$ cat src/sv/mds_pkg.sv
// Shared types and constants for the multibyte delimiter splitter.
package mds_pkg;

	localparam int MAX_DELIM_BYTES_DEF = 8;
	localparam int POSITION_BITS_DEF   = 16;

	localparam int DLEN_W      = 4;
	localparam int DBYTES_W    = 64;
	localparam int DSEL_W      = 3;
	localparam int CFG_IDX_W   = 1;
	localparam int OUT_POS_W   = 16;
	localparam int OUTQ_DEPTH  = 4;
	localparam int OUTQ_PTR_W  = $clog2(OUTQ_DEPTH);
	localparam int OUTQ_CNT_W  = OUTQ_PTR_W + 1;

	localparam logic [DLEN_W-1:0]   DLEN_RESET   = 4'd1;
	localparam logic [DBYTES_W-1:0] DBYTES_RESET = 64'd44;

	typedef enum logic [CFG_IDX_W-1:0] {
		REG_DELIM_LEN   = 1'b0,
		REG_DELIM_BYTES = 1'b1
	} cfg_reg_t;

	typedef struct packed {
		logic [7:0] data_byte;
		logic       byte_present;
		logic       end_of_string;
	} in_word_t;

	typedef struct packed {
		logic [OUT_POS_W-1:0] segment_start;
		logic [OUT_POS_W-1:0] segment_length;
		logic                 last_segment;
		logic                 overflow;
	} out_word_t;

	typedef struct packed {
		logic has_word;
		logic room_two;
	} outq_stat_t;

endpackage

$ cat src/sv/mds_cell.sv
// One byte cell of the delimiter compare chain.
module mds_cell (
	input  logic       clk,
	input  logic       shift,
	input  logic       active,
	input  logic [7:0] byte_in,
	input  logic [7:0] want,
	output logic [7:0] byte_out,
	output logic       hit
);
	import mds_pkg::*;

	logic [7:0] byte_q;

	// held byte moves one place down the chain per accepted byte
	always_ff @(posedge clk) begin
		if (shift) begin
			byte_q <= byte_in;
		end
	end

	assign byte_out = byte_q;
	// compare against the byte this cell will hold after the shift
	assign hit = !active || (byte_in == want);

endmodule

$ cat src/sv/mds_outq.sv
// Small result queue: up to two words in per cycle, one out.
module mds_outq (
	input  logic                clk,
	input  logic                arst_n,
	input  logic                push_a,
	input  mds_pkg::out_word_t  word_a,
	input  logic                push_b,
	input  mds_pkg::out_word_t  word_b,
	input  logic                pop,
	output mds_pkg::out_word_t  head,
	output mds_pkg::outq_stat_t stat
);
	import mds_pkg::*;

	out_word_t             mem_q [OUTQ_DEPTH];
	logic [OUTQ_PTR_W-1:0] wr_q;
	logic [OUTQ_PTR_W-1:0] rd_q;
	logic [OUTQ_CNT_W-1:0] cnt_q;
	logic [OUTQ_CNT_W-1:0] n_push;

	assign n_push = OUTQ_CNT_W'(push_a) + OUTQ_CNT_W'(push_b);

	always_ff @(posedge clk) begin
		if (push_a) begin
			mem_q[wr_q] <= word_a;
		end
		if (push_b) begin
			mem_q[wr_q + OUTQ_PTR_W'(1)] <= word_b;
		end
	end

	always_ff @(posedge clk or negedge arst_n) begin
		if (!arst_n) begin
			wr_q  <= '0;
			rd_q  <= '0;
			cnt_q <= '0;
		end else begin
			wr_q  <= wr_q + n_push[OUTQ_PTR_W-1:0];
			rd_q  <= rd_q + OUTQ_PTR_W'(pop);
			cnt_q <= cnt_q + n_push - OUTQ_CNT_W'(pop);
		end
	end

	assign head          = mem_q[rd_q];
	assign stat.has_word = (cnt_q != '0);
	assign stat.room_two = (cnt_q <= OUTQ_CNT_W'(OUTQ_DEPTH - 2));

	a_cnt_bound: assert property (@(posedge clk) disable iff (!arst_n)
		cnt_q <= OUTQ_CNT_W'(OUTQ_DEPTH))
		else $error("result queue over capacity");

	a_pop_only: assert property (@(posedge clk) disable iff (!arst_n)
		(pop && !push_a && !push_b) |=> (cnt_q == $past(cnt_q) - OUTQ_CNT_W'(1)))
		else $error("result queue count did not drop on pop");

endmodule

$ cat src/sv/multibyte_delimiter_splitter_core.sv
// Top level: string splitter on a configurable multi-byte delimiter.
// A segment word is queued for out_word when the byte or end mark closing it is accepted.
// Throughput: one input word per cycle while in_stall is low; a word that yields
//   two segments (closing byte plus end mark) pushes two words into the 4-deep
//   result queue, which drains one word per cycle while out_stall is low and
//   stalls input when fewer than two slots are free.
// Reset: arst_n clears position, segment start, overflow and the queue;
//   delimiter registers return to length 1, byte 0x2C (comma).
module multibyte_delimiter_splitter_core #(
	parameter int MAX_DELIMITER_BYTES = mds_pkg::MAX_DELIM_BYTES_DEF,
	parameter int POSITION_BITS       = mds_pkg::POSITION_BITS_DEF
) (
	input  logic                            clk,
	input  logic                            arst_n,
	input  logic                            in_valid,
	output logic                            in_stall,
	input  mds_pkg::in_word_t               in_word,
	output logic                            out_valid,
	input  logic                            out_stall,
	output mds_pkg::out_word_t              out_word,
	input  logic                            cfg_we,
	input  logic [mds_pkg::CFG_IDX_W-1:0]   cfg_index,
	input  logic [mds_pkg::DBYTES_W-1:0]    cfg_data
);
	import mds_pkg::*;

	localparam int PW = POSITION_BITS;

	// configuration registers
	logic [DLEN_W-1:0]   dlen_q;
	logic [DBYTES_W-1:0] dbytes_q;

	// per-string state
	logic [PW-1:0] pos_q;
	logic [PW-1:0] start_q;
	logic          ovf_q;

	logic              in_acc;
	logic [DLEN_W-1:0] act_len;
	logic              take;
	logic [PW-1:0]     pos_n;
	logic [PW-1:0]     start_after;
	logic              ovf_n;
	logic              tail_hit;
	logic              seg_hit;
	logic [PW:0]       min_end;
	logic [PW-1:0]     len_a;
	logic [PW-1:0]     len_b;
	out_word_t         word_a;
	out_word_t         word_b;
	outq_stat_t        qstat;
	logic              pop;

	logic [7:0]                   chain [MAX_DELIMITER_BYTES+1];
	logic [MAX_DELIMITER_BYTES-1:0] hits;

	assign in_acc = in_valid && !in_stall;

	always_ff @(posedge clk or negedge arst_n) begin
		if (!arst_n) begin
			dlen_q   <= DLEN_RESET;
			dbytes_q <= DBYTES_RESET;
		end else if (cfg_we) begin
			unique case (cfg_reg_t'(cfg_index))
				REG_DELIM_LEN:   dlen_q   <= cfg_data[DLEN_W-1:0];
				REG_DELIM_BYTES: dbytes_q <= cfg_data;
				default: ;
			endcase
		end
	end

	// lengths beyond the chain saturate to its size
	assign act_len = (dlen_q > DLEN_W'(MAX_DELIMITER_BYTES))
		? DLEN_W'(MAX_DELIMITER_BYTES) : dlen_q;

	// a byte arriving at the top position is dropped and flags overflow
	assign take  = in_word.byte_present && (pos_q != {PW{1'b1}});
	assign pos_n = take ? pos_q + PW'(1) : pos_q;
	assign ovf_n = ovf_q || (in_word.byte_present && !take);

	// chain: cell k holds the byte of age k; cell k checks delimiter byte
	// (length - 1 - k), cells past the active length always agree
	assign chain[0] = in_word.data_byte;

	for (genvar k = 0; k < MAX_DELIMITER_BYTES; k++) begin : g_cell
		logic [DSEL_W-1:0] sel;
		logic [7:0]        want;

		assign sel  = DSEL_W'(act_len - DLEN_W'(k) - DLEN_W'(1));
		assign want = dbytes_q[{sel, 3'b000} +: 8];

		mds_cell u_cell (
			.clk      (clk),
			.shift    (in_acc && take),
			.active   (act_len > DLEN_W'(k)),
			.byte_in  (chain[k]),
			.want     (want),
			.byte_out (chain[k+1]),
			.hit      (hits[k])
		);
	end

	assign tail_hit = &hits;

	// a match must lie wholly in this string and at or after the segment start
	assign min_end = {1'b0, start_q} + (PW+1)'(act_len);
	assign seg_hit = take && (act_len != '0) && tail_hit && ({1'b0, pos_n} >= min_end);

	assign start_after = seg_hit ? pos_n : start_q;
	assign len_a       = pos_n - PW'(act_len) - start_q;
	assign len_b       = pos_n - start_after;

	// positions are zero-extended, then cut to the 16-bit output fields
	always_comb begin
		logic [PW+OUT_POS_W-1:0] ext_s;
		logic [PW+OUT_POS_W-1:0] ext_l;
		logic [PW+OUT_POS_W-1:0] ext_bs;
		logic [PW+OUT_POS_W-1:0] ext_bl;
		ext_s  = {{OUT_POS_W{1'b0}}, start_q};
		ext_l  = {{OUT_POS_W{1'b0}}, len_a};
		ext_bs = {{OUT_POS_W{1'b0}}, start_after};
		ext_bl = {{OUT_POS_W{1'b0}}, len_b};

		word_a.segment_start  = ext_s[OUT_POS_W-1:0];
		word_a.segment_length = ext_l[OUT_POS_W-1:0];
		word_a.last_segment   = 1'b0;
		word_a.overflow       = ovf_n;

		word_b.segment_start  = ext_bs[OUT_POS_W-1:0];
		word_b.segment_length = ext_bl[OUT_POS_W-1:0];
		word_b.last_segment   = 1'b1;
		word_b.overflow       = ovf_n;
	end

	// end of string puts the string state back to reset
	always_ff @(posedge clk or negedge arst_n) begin
		if (!arst_n) begin
			pos_q   <= '0;
			start_q <= '0;
			ovf_q   <= 1'b0;
		end else if (in_acc) begin
			if (in_word.end_of_string) begin
				pos_q   <= '0;
				start_q <= '0;
				ovf_q   <= 1'b0;
			end else begin
				pos_q   <= pos_n;
				start_q <= start_after;
				ovf_q   <= ovf_n;
			end
		end
	end

	// the match segment goes first, the final segment after it
	logic push_a;
	logic push_b;

	assign push_a = in_acc && (seg_hit || in_word.end_of_string);
	assign push_b = in_acc && seg_hit && in_word.end_of_string;

	mds_outq u_outq (
		.clk    (clk),
		.arst_n (arst_n),
		.push_a (push_a),
		.word_a (seg_hit ? word_a : word_b),
		.push_b (push_b),
		.word_b (word_b),
		.pop    (pop),
		.head   (out_word),
		.stat   (qstat)
	);

	assign out_valid = qstat.has_word;
	assign pop       = out_valid && !out_stall;
	assign in_stall  = !qstat.room_two;

	a_start_le_pos: assert property (@(posedge clk) disable iff (!arst_n)
		start_q <= pos_q)
		else $error("segment start ran past byte position");

	a_end_clears: assert property (@(posedge clk) disable iff (!arst_n)
		(in_acc && in_word.end_of_string) |=> (pos_q == '0 && start_q == '0 && !ovf_q))
		else $error("string state not cleared after end mark");

	a_hit_moves_start: assert property (@(posedge clk) disable iff (!arst_n)
		(in_acc && seg_hit && !in_word.end_of_string) |=> (start_q == pos_q))
		else $error("segment start not moved to match end");

endmodule

$ cat config.mk
export PLATFORM = sky130hd
export DESIGN_NAME = multibyte_delimiter_splitter_core
export DESIGN_NICKNAME = d
export VERILOG_FILES = /design/src/sv/mds_pkg.sv /design/src/sv/mds_cell.sv /design/src/sv/mds_outq.sv /design/src/sv/multibyte_delimiter_splitter_core.sv
export SDC_FILE = /design/constraint.sdc
export NUM_CORES = 1
export LEC_CHECK = 0
export BUFFER_PORTS_ARGS = -buffer_cell sky130_fd_sc_hd__buf_4
export CAP_MARGIN = 20
export CORE_UTILIZATION = 25
export CTS_BUF_LIST = sky130_fd_sc_hd__clkbuf_4
export CTS_CLUSTER_SIZE = 25
export DETAILED_ROUTE_END_ITERATION = 10
export GPL_ROUTABILITY_DRIVEN = 0
export RECOVER_POWER = 100
export SLEW_MARGIN = 10
export SYNTH_ARGS = -nofsm -noshare
export SYNTH_HDL_FRONTEND = slang
export SYNTH_SLANG_ARGS = --single-unit
$ cat constraint.sdc
create_clock -name clk -period 19.6 [get_ports clk]
set_input_delay 4.9 -clock clk [delete_from_list [all_inputs] [get_ports clk]]
set_output_delay 4.9 -clock clk [all_outputs]
set_load 0.005 [all_outputs]
==> results.sh, run 1 <==
export IMPL_run_status="finished, violations left"
export IMPL_failed_checks="max-capacitance violations, max-slew violations"
export IMPL_p_switching_mw=1.162
export IMPL_worstPathRequired_ns=20.02
export IMPL_fp_dieArea_mm2=0.08148
export IMPL_met3_wirelength_mm=5.115
export IMPL_row_count=103
export IMPL_ctsLongestPathBuffers=3
export IMPL_power_density_mw_per_mm2=122.3
export IMPL_cell_area_after_technology_mapping_mm2=0.02009
export IMPL_timing_fmax_mhz=76.54
export IMPL_synthesis_instances=1773
export IMPL_synth_compound_gate_area_share=0.1299
export IMPL_worst_skew_pair_late_latency_ns=0.81
export IMPL_io_pins=116
export IMPL_worstHoldPathType="reg -> reg"
export IMPL_netlist_area_leader_share=0.2811
export IMPL_top_layer="met4"
export IMPL_combPwrFrac=0.490
export IMPL_synth_ff_latch_count=300
export IMPL_clock_tree_root_cell="sky130_fd_sc_hd__clkbuf_4"
export IMPL_p_r_area_growth_vs_syn_pct=13.72
export IMPL_chipHeight_um=285.5
export IMPL_share_of_layout_cells_above_drive_strength_1=0.2388
export IMPL_timing_hold_worst_start="g_cell[5].u_cell.byte_out[4]"
export IMPL_synthTopCellsByCount="188 x sky130_fd_sc_hd__edfxtp_1, 164 x sky130_fd_sc_hd__nand2_1, 106 x sky130_fd_sc_hd__o21ai_0"
export IMPL_floorplan_initialDensity=0.2534
export IMPL_clock_tree_htree_level_count=3
export IMPL_detailedRoute_firstIterationViolations=1770
export IMPL_critical_path_arrival_ns=13.49
export IMPL_wire_length_of_the_first_global_routing_pass_mm=93.68
export IMPL_timing_critical_path_slowest_cell_delay_ns=1.09
export IMPL_worst_hold_slack_ns=0.4659
export IMPL_n_fill_cell=8232
export IMPL_antenna_found_initial=1
export IMPL_p_seq_frac=0.303
export IMPL_min_delay_path_depth=0
export IMPL_wl_mm=61.35
export IMPL_grtUsageTotal=0.1477
export IMPL_yosysWarnings=0
export IMPL_post_cts_setup_buffer_count=0
export IMPL_post_synth_num_cell_types=99
export IMPL_r2r_start="dlen_q[3]"
export IMPL_cts_hold_buffers_added=0
export IMPL_multiInputGateArea_mm2=0.01076
export IMPL_synth_enable_flop_cells=188
export IMPL_cap_violations=14
export IMPL_worst_slew_pin_slew_ns=3.436
export IMPL_route_detailed_drc=0
export IMPL_cp_end_kind="flop"
export IMPL_grt_setup_unrepaired="no"
export IMPL_tritoncts="done"
export IMPL_power_report_internal_total_mw=1.632
export IMPL_m1WireLength_mm=26.12
export IMPL_grt_remaining_overflow=0
export IMPL_largest_family_of_logic_cells_by_synthesized_area="multiplexers"
export IMPL_finish_net_count=2053
export IMPL_power_share_switching=0.4159
export IMPL_coreArea_mm2=0.07926
export IMPL_drt_wirelength_per_cell_um=20.38
export IMPL_critPathMostFrequentCell="sky130_fd_sc_hd__a21o_1"
export IMPL_timing_final_setup_violations=0
export IMPL_synth_area_leaders="sky130_fd_sc_hd__edfxtp_1 28%, sky130_fd_sc_hd__dfrtp_1 13%, sky130_fd_sc_hd__mux4_2 10%, sky130_fd_sc_hd__mux2_2 4.9%, sky130_fd_sc_hd__ha_1 4.4%"
export IMPL_tritoncts_num_buffers=79
export IMPL_port_buf_inserts=115
export IMPL_slowest_stage="sky130_fd_sc_hd__clkbuf_1"
export IMPL_finalHoldViolCount=0
export IMPL_detailedRoute_firstPassIterationCount=6
export IMPL_post_synth_xor_area_fraction=0.06322
export IMPL_leakage_nw=8.533
export IMPL_rel_slew_slack=-1.290
export IMPL_viasPerCell=5.185
export IMPL_synth_simple_area_share=0.1001
export IMPL_number_of_global_route_vias_before_repair=15630
export IMPL_fp_dieW_um=285.5
export IMPL_period_share=0.6666
export IMPL_met2_length_mm=28.61
export IMPL_power_share_clock=0.208
export IMPL_critical_path_max_fanout=31
export IMPL_largest_net_degree_at_the_start_of_global_routing=65
export IMPL_post_route_min_period_ns=13.07
export IMPL_synth_mux_area_frac=0.1950
export IMPL_dr_total_vias=15610
export IMPL_criticalPathCategory="in -> reg"
export IMPL_ff2ff_path_depth=37
export IMPL_regArea_mm2=0.008434
export IMPL_skew_ns=0.1022
export IMPL_holdPathEnd="g_cell[6].u_cell.byte_out[4]"
export IMPL_syn_area_per_cell_um2=11.33
export IMPL_post_synth_fa_ha_maj_area_fraction=0.05058
export IMPL_ant_nets=0
export IMPL_hpwl_mm=43.87
export IMPL_ys_async_sr_fraction=0.3600
export IMPL_totalNegativeSetupSlack_ns=0
export IMPL_vdd_ir_drop_max_v=0.00004684
export IMPL_setup_reg_to_reg_worst_slack_ns=8.68
export IMPL_synth_most_common_cell="sky130_fd_sc_hd__edfxtp_1"
export IMPL_start_kind="primary input"
export IMPL_postSynthNetCount=1930
export IMPL_synth_top_cell_by_area="sky130_fd_sc_hd__edfxtp_1"
export IMPL_synth_seq_area_share=0.4198
export IMPL_postCtsResizedCells=0
export IMPL_clk_pin_slew_ns=0.07
export IMPL_drv_slew=494
export IMPL_clock_sinks=300
export IMPL_flip_flop_cell_with_the_highest_count_after_synthesis="sky130_fd_sc_hd__edfxtp_1"
export IMPL_crit_reg2reg_capture="u_outq.mem_q[3][17]"
[sequential cells by signal, indices dropped and copies added (netlist names), 2 cells and up]
signal / flops
start_q: 16
dbytes_q: 64
u_outq.rd_q: 2
pos_q: 16
u_outq.mem_q: 136
dlen_q: 4
g_cell.u_cell.byte_out: 56
u_outq.wr_q: 2
u_outq.cnt_q: 3
[power by group through the flow]
stage / sequential (mW) / clock (mW) / combinational, mW
2_1_floorplan: 0.808 / 0 / 0.983
3_5_place_dp: 0.854 / 0 / 1.38
4_1_cts: 0.841 / 0.601 / 1.38
3_3_place_gp: 0.849 / 0 / 1.36
5_1_grt: 0.856 / 0.633 / 1.47
6_report: 0.846 / 0.580 / 1.37
[cells by family (layout without fill, tap and decap cells)]
| group | count (synthesis) | in the layout |
|---|---|---|
| DFF | 300 | 300 |
| AOI/OAI and AO/OA | 401 | 401 |
| other | 0 | 1 |
| and+or+nand+nor | 405 | 405 |
| adders and majority gates | 77 | 77 |
| buffers and inverters | 188 | 375 |
| xor gates and xnor gates | 138 | 138 |
| muxes | 264 | 264 |
[routing by layer]
metal,GRT usage,vias to the layer above
li1,-,7004
met2,0.2366,757
met4,0.04733,0
met3,0.02990,117
met1,0.1991,7734
met5,0,-
[layout by cell type (no fill, tap or decap), types with 77 or more instances in the layout]
cell / synthesis / routed
sky130_fd_sc_hd__xnor2_1: 85 / 85
sky130_fd_sc_hd__mux2i_1: 83 / 83
sky130_fd_sc_hd__clkbuf_4: 0 / 145
sky130_fd_sc_hd__dfrtp_1: 104 / 103
sky130_fd_sc_hd__buf_4: 10 / 84
sky130_fd_sc_hd__edfxtp_1: 188 / 188
sky130_fd_sc_hd__inv_1: 77 / 77
sky130_fd_sc_hd__nor2_1: 76 / 79
sky130_fd_sc_hd__mux4_2: 93 / 93
sky130_fd_sc_hd__o21ai_0: 106 / 114
sky130_fd_sc_hd__nand2_1: 164 / 163
sky130_fd_sc_hd__mux2_2: 88 / 85
[how the worst max path moves through the flow]
stage                     startpoint                   to  cells past startpoint
after floorplan           in_word[1]  u_outq.mem_q[1][17]                     32
after detailed placement  in_word[1]  u_outq.mem_q[2][17]                     32
after global placement    in_word[1]  u_outq.mem_q[1][17]                     32
after CTS                 in_word[1]  u_outq.mem_q[2][17]                     32
final                     in_word[1]  u_outq.mem_q[3][17]                     32
after global routing      in_word[1]  u_outq.mem_q[3][17]                     32
[worst max-delay path, delay by kind of cell]
kind / cells / cell delay, ns
buffers and inverters: 3 / 1.39
adders and majority gates: 2 / 0.74
AOI/OAI and AO/OA: 17 / 3.88
and+or+nand+nor: 8 / 1.47
xor gates and xnor gates: 1 / 0.67
muxes: 1 / 0.40
[layout make-up]
type	instances	share of cell area
Multi-Input combinational cell	1285	0.4711
Timing Repair Buffer	147	0.04223
Sequential cell	300	0.3692
Clock buffer	121	0.03977
Clock inverter	24	0.006025
Antenna cell	1	0.0001095
Tap cell	1050	0.05751
Inverter	83	0.01408
[per-stage QoR]
step	power [mW]	std cells	instance area (µm²)	util	setup WS, ns
finish	2.794	3011	22840	0.2882	6.535
floorplan	1.791	1773	20090	-	8.426
global placement	2.205	2864	22020	0.2778	7.307
global route	2.962	3011	22840	0.2882	5.958
detailed placement	2.233	2864	22020	0.2778	7.034
CTS	2.825	3009	23060	0.2910	7.826
(Power assumes the default switching activity.)
==> run 2, diff against run 1 <==
- ABC_AREA: not set -> 1
- clock period: 19.6 -> 12.85 ns (I/O delays scaled with it)
==> results.sh, run 2 <==
export IMPL_run_status="finished, violations left"
export IMPL_failed_checks="max-capacitance violations, max-slew violations"
export IMPL_grt_setup_unrepaired="no"
export IMPL_critPathMostFrequentCell="sky130_fd_sc_hd__nand2_1"
export IMPL_postCtsResizedCells=0
export IMPL_detailedRoute_firstIterationViolations=1865
export IMPL_slowest_stage="sky130_fd_sc_hd__nor2_1"
export IMPL_dr_total_vias=18580
export IMPL_largest_family_of_logic_cells_by_synthesized_area="simple AND/OR/NAND/NOR gates"
export IMPL_synth_compound_gate_area_share=0.1036
export IMPL_post_synth_xor_area_fraction=0.02356
export IMPL_crit_cells=29
export IMPL_ys_async_sr_fraction=0.3600
export IMPL_critical_path_max_fanout=34
export IMPL_grt_remaining_overflow=0
export IMPL_crit_reg2reg_capture="u_outq.mem_q[3][19]"
export IMPL_worst_skew_pair_late_latency_ns=0.88
export IMPL_fp_dieW_um=282.7
export IMPL_io_pins=116
export IMPL_leakage_nw=10.20
export IMPL_post_synth_fa_ha_maj_area_fraction=0.05157
export IMPL_floorplan_initialDensity=0.2535
export IMPL_setup_reg_to_reg_worst_slack_ns=2.63
export IMPL_postSynthNetCount=2714
export IMPL_tritoncts="done"
export IMPL_clock_sinks=300
export IMPL_netlist_area_leader_share=0.2865
export IMPL_drv_slew=443
export IMPL_chipHeight_um=282.7
export IMPL_final_common_cell="sky130_fd_sc_hd__nand2_1"
export IMPL_ant_nets=0
export IMPL_synth_mux_area_frac=0.01937
export IMPL_synth_most_common_cell="sky130_fd_sc_hd__nand2_1"
export IMPL_ctsLongestPathBuffers=3
export IMPL_cts_hold_buffers_added=0
export IMPL_period_share=0.8214
export IMPL_clk_pin_slew_ns=0.06
export IMPL_cell_area_after_technology_mapping_mm2=0.01970
export IMPL_wire_length_of_the_first_global_routing_pass_mm=100.9
export IMPL_worstPathRequired_ns=13.30
export IMPL_layout_common_cells="781 x sky130_fd_sc_hd__nand2_1, 329 x sky130_fd_sc_hd__nand3_1, 242 x sky130_fd_sc_hd__inv_1, 188 x sky130_fd_sc_hd__edfxtp_1, 163 x sky130_fd_sc_hd__nor2_1"
export IMPL_top_register="u_outq.mem_q"
export IMPL_wl_mm=65.07
export IMPL_synthesis_instances=2557
export IMPL_syn_area_per_cell_um2=7.705
export IMPL_cp_end_kind="flop"
export IMPL_finish_net_count=2838
export IMPL_postLayoutCoreUtil=0.2900
export IMPL_antenna_found_initial=2
export IMPL_worst_slew_pin_slew_ns=3.622
export IMPL_r2r_start="dlen_q[3]"
export IMPL_crit_path_end="u_outq.mem_q[3][19]"
export IMPL_totalPowerFinal_mw=5.280
export IMPL_cap_violations=9
export IMPL_share_of_layout_cells_above_drive_strength_1=0.1171
export IMPL_largest_reg_flops=136
export IMPL_criticalPathCategory="in -> reg"
export IMPL_vdd_ir_drop_max_v=0.0001085
export IMPL_power_density_mw_per_mm2=234.2
export IMPL_finalHoldViolCount=0
export IMPL_synth_top_cell_by_area="sky130_fd_sc_hd__edfxtp_1"
export IMPL_rel_slew_slack=-1.415
export IMPL_start_kind="primary input"
export IMPL_tritoncts_num_buffers=83
export IMPL_worstSetupStartpoint="in_word[1]"
export IMPL_synth_area_leaders="sky130_fd_sc_hd__edfxtp_1 29%, sky130_fd_sc_hd__nand2_1 15%, sky130_fd_sc_hd__dfrtp_1 13%, sky130_fd_sc_hd__nand3_1 8.3%, sky130_fd_sc_hd__inv_1 4.6%"
export IMPL_worstHoldPathType="reg -> reg"
export IMPL_hpwl_mm=45.90
export IMPL_totalNegativeSetupSlack_ns=0
export IMPL_synth_enable_flop_cells=188
export IMPL_post_route_min_period_ns=10.55
export IMPL_cpLargestDelayFamily="simple AND/OR/NAND/NOR gates"
export IMPL_ff2ff_path_depth=32
export IMPL_critical_path_arrival_ns=11.01
export IMPL_largest_net_degree_at_the_start_of_global_routing=96
export IMPL_p_r_area_growth_vs_syn_pct=14.41
export IMPL_detailedRoute_firstPassIterationCount=7
export IMPL_viasPerCell=4.901
export IMPL_yosysWarnings=0
export IMPL_post_cts_setup_buffer_count=0
export IMPL_synth_ff_latch_count=300
export IMPL_synth_seq_area_share=0.4280
export IMPL_coreArea_mm2=0.07772
export IMPL_fp_dieArea_mm2=0.07993
export IMPL_timing_fmax_mhz=94.75
export IMPL_synth_simple_area_share=0.2986
export IMPL_skew_ns=0.09496
export IMPL_flip_flop_cell_with_the_highest_count_after_synthesis="sky130_fd_sc_hd__edfxtp_1"
export IMPL_route_detailed_drc=0
export IMPL_clock_tree_htree_level_count=3
export IMPL_cp_buffers_inverters=7
export IMPL_drt_wirelength_per_cell_um=17.16
export IMPL_row_count=102
export IMPL_timing_final_setup_violations=0
export IMPL_worst_hold_slack_ns=0.4565
export IMPL_number_of_global_route_vias_before_repair=17670
export IMPL_timing_critical_path_slowest_cell_delay_ns=1.11
export IMPL_port_buf_inserts=115
export IMPL_grtUsageTotal=0.1633
export IMPL_synthTopCellsByCount="779 x sky130_fd_sc_hd__nand2_1, 327 x sky130_fd_sc_hd__nand3_1, 242 x sky130_fd_sc_hd__inv_1"
export IMPL_post_synth_num_cell_types=49
export IMPL_clock_tree_root_cell="sky130_fd_sc_hd__clkbuf_4"
## run 2: how the worst min path moves through the flow
stage / endpoint / startpoint / depth (start not counted) / slack, ns
after detailed placement: g_cell[3].u_cell.byte_out[5] / g_cell[2].u_cell.byte_out[5] / 0 / 0.45
after global placement: g_cell[5].u_cell.byte_out[3] / g_cell[4].u_cell.byte_out[3] / 0 / 0.44
after global routing: g_cell[2].u_cell.byte_out[1] / g_cell[1].u_cell.byte_out[1] / 0 / 0.43
after CTS: g_cell[2].u_cell.byte_out[3] / g_cell[1].u_cell.byte_out[3] / 0 / 0.45
after floorplan: u_outq.mem_q[2][1] / u_outq.mem_q[2][1] / 2 / 0.44
final: g_cell[2].u_cell.byte_out[3] / g_cell[1].u_cell.byte_out[3] / 0 / 0.46
## run 2: final cells by class
type	instances	area, µm²
antenna	2	5.005
clock buffer	127	953.4
clock inverter	26	166.4
fill	8443	55180
inverter	264	991.0
multi-input combinational	1891	9739
sequential	300	8434
tap	1040	1301
timing repair buffer	141	949.7
## run 2: logic make-up (layout without fill, tap and decap cells)
logic type,count (synthesis),in the layout
other cells,0,2
compound gates,361,361
fa+ha+maj,77,77
simple gates,1366,1366
buf+inv,366,558
mux,34,34
flops,300,300
xor+xnor,53,53
## run 2: per-layer routing
| layer | share of wire | track usage | vias to the layer above |
|---|---|---|---|
| li1 | - | - | 8916 |
| met1 | 0.44 | 0.2164 | 8741 |
| met2 | 0.45 | 0.2595 | 780 |
| met3 | 0.079 | 0.03046 | 143 |
| met4 | 0.037 | 0.06861 | 0 |
| met5 | 0 | 0 | - |
## run 2: metrics by stage
stage	std cells	worst slack [ns]	area, µm²
after floorplan	2557	4.606	19700
after global placement	3635	3.305	21580
after detailed placement	3635	3.092	21580
after CTS	3788	3.811	22700
after global routing	3791	1.612	22540
final	3791	2.296	22540
## run 2: worst register-to-register path: cells and delay by family (launching register included)
kind            cells  cell delay (ns)
compound gates      3             0.36
fa+ha+maj           2             0.94
buf+inv             5             2.03
flops               1             0.55
simple gates       22             5.92
## run 2: power breakdown
| part | total (mW) | internal (mW) | switching, mW |
|---|---|---|---|
| clock network | 0.941 | 0.492 | 0.449 |
| logic | 3.03 | 0.986 | 2.05 |
| registers | 1.31 | 1.19 | 0.121 |
